<file path="src/rtl/wps_pkg.sv">
// ----------------------------------------------------------------------------
// wps_pkg - shared types and constants for the weighted parent selector
// Holds the fixed field widths, the node weight constants and the one-hot
// encoding of the control sequencer.
// ----------------------------------------------------------------------------
package wps_pkg;

   // Fixed field widths
   localparam int unsigned RAND_W  = 31;
   localparam int unsigned LIMIT_W = 11;
   localparam int unsigned OUT_W   = 10;

   // Node weight is its child count plus ROOT_WEIGHT; each new node adds
   // ROOT_WEIGHT for itself and one for its parent's extra child.
   localparam int unsigned ROOT_WEIGHT = 2;
   localparam int unsigned WEIGHT_STEP = ROOT_WEIGHT + 1;

   localparam logic [LIMIT_W-1:0] LIMIT_RESET = 11'd1024;

   typedef enum logic [6:0] {
      ST_INIT  = 7'b0000001,
      ST_IDLE  = 7'b0000010,
      ST_DIV   = 7'b0000100,
      ST_WALK  = 7'b0001000,
      ST_DEPTH = 7'b0010000,
      ST_UPD   = 7'b0100000,
      ST_NEW   = 7'b1000000
   } wps_state_type;

endpackage

</file>
<file path="src/rtl/wps_mod.sv">
// ----------------------------------------------------------------------------
// wps_mod - iterative remainder unit
// Restoring division, one dividend bit per cycle; the remainder is valid
// in the cycle that done is high.
// ----------------------------------------------------------------------------
module wps_mod
   import wps_pkg::*;
#(
   parameter int unsigned DIV_W = 12
) (
   input  logic              clock,
   input  logic              reset,
   input  logic              start,
   input  logic [RAND_W-1:0] dividend,
   input  logic [DIV_W-1:0]  divisor,
   output logic              done,
   output logic [DIV_W-1:0]  remainder
);

   localparam int unsigned CNT_W = $clog2(RAND_W + 1);

   logic              run_ff,  run_in;
   logic              done_ff, done_in;
   logic [CNT_W-1:0]  cnt_ff,  cnt_in;
   logic [RAND_W-1:0] num_ff,  num_in;
   logic [DIV_W-1:0]  div_ff,  div_in;
   logic [DIV_W-1:0]  rem_ff,  rem_in;
   logic [DIV_W:0]    trial;
   logic              fits;

   always_comb begin
      trial  = {rem_ff, num_ff[RAND_W-1]};
      fits   = trial >= {1'b0, div_ff};
      run_in  = run_ff;
      done_in = 1'b0;
      cnt_in  = cnt_ff;
      num_in  = num_ff;
      div_in  = div_ff;
      rem_in  = rem_ff;
      if (start) begin
         run_in = 1'b1;
         cnt_in = CNT_W'(RAND_W);
         num_in = dividend;
         div_in = divisor;
         rem_in = '0;
      end else if (run_ff) begin
         // shift in one dividend bit, subtract when the divisor fits
         rem_in = fits ? DIV_W'(trial - {1'b0, div_ff}) : DIV_W'(trial);
         num_in = {num_ff[RAND_W-2:0], 1'b0};
         cnt_in = cnt_ff - CNT_W'(1);
         if (cnt_ff == CNT_W'(1)) begin
            run_in  = 1'b0;
            done_in = 1'b1;
         end
      end
   end

   always_ff @(posedge clock) begin
      if (reset) begin
         run_ff  <= 1'b0;
         done_ff <= 1'b0;
      end else begin
         run_ff  <= run_in;
         done_ff <= done_in;
      end
      cnt_ff <= cnt_in;
      num_ff <= num_in;
      div_ff <= div_in;
      rem_ff <= rem_in;
   end

   assign done      = done_ff;
   assign remainder = rem_ff;

   a_rem_below_divisor: assert property (@(posedge clock) disable iff (reset)
      done_ff |-> rem_ff < div_ff)
      else $error("remainder not below divisor");

   a_done_ends_run: assert property (@(posedge clock) disable iff (reset)
      done_ff |-> !run_ff)
      else $error("done raised while still iterating");

endmodule

</file>
<file path="config.mk">
export PLATFORM = sky130hd
export DESIGN_NAME = wps_mod
export DESIGN_NICKNAME = d
export VERILOG_FILES = /design/src/rtl/wps_pkg.sv /design/src/rtl/wps_mod.sv
export SDC_FILE = /design/constraint.sdc
export NUM_CORES = 1
export LEC_CHECK = 0
export ABC_CLOCK_PERIOD_IN_PS = 6500
export BUFFER_PORTS_ARGS = -buffer_cell sky130_fd_sc_hd__clkbuf_2
export CORE_ASPECT_RATIO = 0.8
export CORE_MARGIN = 1
export CORE_UTILIZATION = 28
export DETAILED_ROUTE_END_ITERATION = 8
export PLACE_DENSITY = 0.57
export SYNTH_ARGS = -nofsm -noshare
export SYNTH_HDL_FRONTEND = slang
export SYNTH_SLANG_ARGS = --single-unit
</file>
<file path="constraint.sdc">
create_clock -name clock -period 6.5 [get_ports clock]
set_input_delay 0 -clock clock [delete_from_list [all_inputs] [get_ports clock]]
set_output_delay 0 -clock clock [all_outputs]
set_load 0.005 [all_outputs]
</file>
Word level (Yosys, flattened, before mapping):

Index checks and enable logic that the tools add are counted.

* add/subtract/negate cells: 2
* magnitude comparators: 1
* equal/unequal tests: 1
* multiplexer cells: 7
* bitwise logic cells: 1
* reductions and logical operators: 2

Operator list (count)
* $mux W31: 2
* $ge A13 B12 Y1: 1
* $mux W12: 1
* $sub A12 B12 Y12: 1
* $eq A5 B1 Y1 const B: 1
* $sub A5 B1 Y5 const B: 1
* $mux W1: 4
* $reduce_or A3 Y1: 1
* $reduce_bool A2 Y1: 1
* $not A1 Y1: 1

* register bits: 62
* input bits: 46
* output and inout port bits: 13
* word-level logic and storage cells: 20

Depth between registers and ports, before layout:

* depth in word-level cells: 4
* gate-level depth with buffers: 10

Worst setup path after synthesis:

Ideal clock, no wire load.

* path kind: reg-to-reg
* start: reg rem_ff[0], in the netlist remainder[0]
* end: reg rem_ff[4], in the netlist remainder[4]
* data arrival time: 1.985 ns
* required time: 6.394 ns
* slack: 4.409 ns
* cell stages (with the launch flop): 9
* period minus slack after synthesis: 2.091 ns
* cells stage by stage: dfxtp_1 > ha_1 > nor2b_1 > o31a_1 > o311a_1 > nor2_8 > buf_4 > nand3_1 > o311ai_0

* word-level cells in the longest chain between the ends: 2
* elaborated cells between the ends (all ways): 3

Ends and longest elaborated chain
* start, declared: line wps_mod.sv:27 `logic [DIV_W-1:0] rem_ff, rem_in;`
* start signal, assigned: line wps_mod.sv:69 `rem_ff <= rem_in;`
* $sub A12 B12 Y12 / $ge A13 B12 Y1 (equally long branches): line wps_mod.sv:48, wps_mod.sv:33
* $mux W12 *: line wps_mod.sv:48 `rem_in = fits ? DIV_W'(trial - {1'b0, div_ff}) : DIV_W'(trial);`

Every way passes the cells marked *; elsewhere a longest branch is shown, timed or not.
A chain may end at the register's enable or synchronous reset.

Worst setup path after layout:

* start: reg rem_ff[0], in the netlist remainder[0]
* end: reg rem_ff[6], in the netlist remainder[6]

Same word-level chain as after synthesis.

==> results.py <==
metrics = {
    "flow_run": {
        "maxCapViolations": 0,
    },
    "clock_tree": {
        "h-tree-depth": 3,
        "cts_made_buffers": 9,
        "clockBufferDepth": 2,
        "root_buffer": "clkbuf_16",
        "cts_tree": "yes",
        "cts_sinks": 62,
        "clock_latency_ns": 0.34,
        "cts-resized-gates": 0,
        "clk_pin_slew_worst_paths_ns": 0.05,
    },
    "logic_synthesis": {
        "synth-compound-area-share": 0.1034,
        "synth_ff_type": "edfxtp_1",
        "synth-simple-area-share": 0.08361,
        "synth_edf_count": 43,
        "syn_avg_cell_area_sq_um": 12.55,
        "muxShareOfSynthArea": 0.1277,
        "synthTopCellsByArea": "edfxtp_1 43%, dfxtp_1 13%, mux2_2 11%, ha_1 5.8%, inv_1 2.2%",
        "synth_nets": 303,
        "async_reset_ff_frac": 0,
        "synth_seq_cells": 62,
        "ys_seq_area_frac": 0.5502,
        "synth_cell_types": 42,
        "synth_common_cells": "43 x edfxtp_1, 30 x mux2_2, 19 x dfxtp_1",
        "syn-cell-area_sq_um": 3038,
        "synth_most_common_cell": "edfxtp_1",
        "synth_warnings": 0,
        "synth_top_family_by_area": "multiplexers",
        "synthXorXnorAreaFrac": 0.03748,
        "synthCells": 242,
        "synth_top_area_share": 0.4250,
        "yosysTopAreaCell": "edfxtp_1",
        "synthAdderAreaFrac": 0.06425,
    },
    "layout": {
        "n_antenna_cell": 0,
        "final_nets": 410,
        "fin_util": 0.4074,
        "fill_cells": 1007,
        "fin_area_sq_um": 4239,
        "drive_above_1_share": 0.3107,
        "syn_to_final_growth_pct": 39.54,
    },
    "place": {
        "dpl_cell_area_sq_um": 3485,
        "port_buffers": 58,
        "place_congestion": 0.8026,
        "place_ws_ns": 4.156,
        "hpwl_microns": 4211,
    },
    "setup_path": {
        "arrival_ns": 2.54,
        "critical-path-slowest-cell": "o311a_1",
        "crit_path_end_kind": "flip-flop",
        "worstReg2RegEnd": "remainder[6]",
        "required_ns": 6.69,
        "critPathKind": "flip-flop to flip-flop",
        "crit_chain": "ha_1 > nor2b_1 > o31a_1 > o311a_1 > nor2_8 > mux2i_1 > a211oi_1",
        "crit_end": "remainder[6]",
        "reg2reg_from": "remainder[0]",
        "worstSetupStartpointType": "flip-flop",
        "crit_path_max_fanout": 16,
        "r2r_cells": 7,
        "cpPeakStageDelay_ns": 0.44,
        "crit_start": "remainder[0]",
        "reg2reg_slack_ns": 4.14,
    },
    "floorplan": {
        "initial_core_util": 0.2920,
        "rows": 33,
        "coreArea_sq_um": 10410,
        "die_h_microns": 95.17,
        "dieWidth_microns": 118.5,
        "ios": 59,
        "die-area_sq_um": 11270,
    },
    "routing": {
        "num_vias": 2207,
        "vias_per_cell": 4.468,
        "drt_first_iter_violations": 122,
        "drc": 0,
        "drtAntennaViolNets": 0,
        "wl_microns": 6562,
        "drtPass1Iterations": 4,
        "wl_per_cell_microns": 13.28,
    },
    "global_route": {
        "grt_overflow": 0,
        "grt_pass1_vias": 2223,
        "grt_pass1_wl_microns": 10890,
        "grt_use_total": 0.1281,
        "antenna_found_initial": 0,
        "grt_max_degree": 56,
    },
    "status": {
        "status": "finished, final reports clean",
    },
    "sta": {
        "fin_crit_sh": 0.3627,
        "final_hold_viol_count": 0,
        "finalClockSkew_ns": 0.006605,
        "setup_viol": 0,
        "worst_pin_slew_ns": 0.8686,
        "setup_ws_ns": 4.142,
        "max_freq_mhz": 424.2,
        "slew_headroom": 0.4188,
        "period_minus_slack_ns": 2.358,
        "tns_ns": 0,
        "report.final.slew_viol_count": 0,
        "rsz0062_at_grt": "no",
    },
    "pwr": {
        "p_leak_nw": 1.814,
        "power_per_cell_area_nw_per_um2": 262.1,
        "finalPower_mw": 1.111,
        "ir_drop_v": 0.0001211,
    },
    "worst_hold_path": {
        "hold_path_class": "primary input to flip-flop",
        "hp-start": "start",
    },
}
-- where the power goes --
group          switching, mW  leakage (nW)  internal, mW  total (mW)
sequential            0.0136         0.584         0.459       0.473
clock                  0.176         0.149         0.332       0.509
combinational         0.0581          1.08        0.0716       0.130
-- cell type report --
| cell class | count | area (sq um) | share of cell area |
|---|---|---|---|
| inverter | 18 | 67.56 | 0.01594 |
| clock inverter | 7 | 88.84 | 0.02096 |
| tap | 140 | 175.2 | 0.04132 |
| timing repair buffer | 104 | 745.7 | 0.1759 |
| multi-input combinational | 154 | 1265 | 0.2984 |
| clock buffer | 9 | 225.2 | 0.05313 |
| sequential | 62 | 1672 | 0.3943 |
-- worst max-delay path: cells and delay by family, from the launching register on --
kind	cells	cell delay (ns)
DFF	1	0.43
muxes	1	0.25
AOI/OAI and AO/OA	3	0.80
and+or+nand+nor	2	0.44
adders and majority gates	1	0.28
-- stage by stage --
stage	instances	hold WS, ns
global route	494	0.3516
global placement	434	0.1805
floorplan	242	0.07238
CTS	494	0.3274
detailed placement	434	0.1793
finish	494	0.3160
-- registers in the layout, summed over array words and instances (netlist names) --
signal     flops
run_ff         1
cnt_ff         5
num_ff        31
remainder     12
done           1
div_ff        12
-- cells in the final DEF, fill, tap and decap left out, types with 3 or more instances in the layout --
master,Yosys,routed
inv_1,18,18
clkbuf_2,0,58
nand2_1,11,11
a21o_1,3,3
clkbuf_16,0,9
nand2b_1,7,7
dlygate4sd3_1,0,44
o311ai_0,3,3
nor2_1,9,9
a21oi_1,5,5
dfxtp_1,19,19
a32oi_1,3,3
xor2_1,7,7
a211oi_1,3,3
o21ai_0,13,13
edfxtp_1,43,43
mux2_2,30,30
ha_1,14,14
xnor2_1,6,6
nand3_1,6,6
mux2i_1,5,5
nor2b_1,3,3
-- kinds of logic after synthesis --
logic type               after synthesis
AO/OA/AOI/OAI                         44
XOR/XNOR                              13
adder cells (fa/ha/maj)               15
buffers and inverters                 26
flip-flops                            62
multiplexers                          35
AND/OR/NAND/NOR                       47
-- worst min path at each step --
stage,to,cells past startpoint,slack [ns]
CTS,div_ff[11],2,0.33
global route,div_ff[11],2,0.35
global placement,div_ff[4],1,0.18
finish,div_ff[7],2,0.32
floorplan,run_ff,1,0.07
detailed placement,div_ff[10],1,0.18
-- routing by layer --
layer / global-route usage / share of wire / up-vias
li1: - / - / 1109
met3: 0.05502 / 0.066 / 8
met1: 0.1564 / 0.48 / 1037
met4: 0.05063 / 0.016 / 0
met5: 0 / 0 / -
met2: 0.2010 / 0.43 / 53
-- timing repair --
action	4_1_cts	5_1_grt
setup endpoints to repair	0	0
buffers inserted	0	0
hold buffers	44	0
hold endpoints to repair	45	0
No activity file was read; power rests on OpenSTA's default activity.
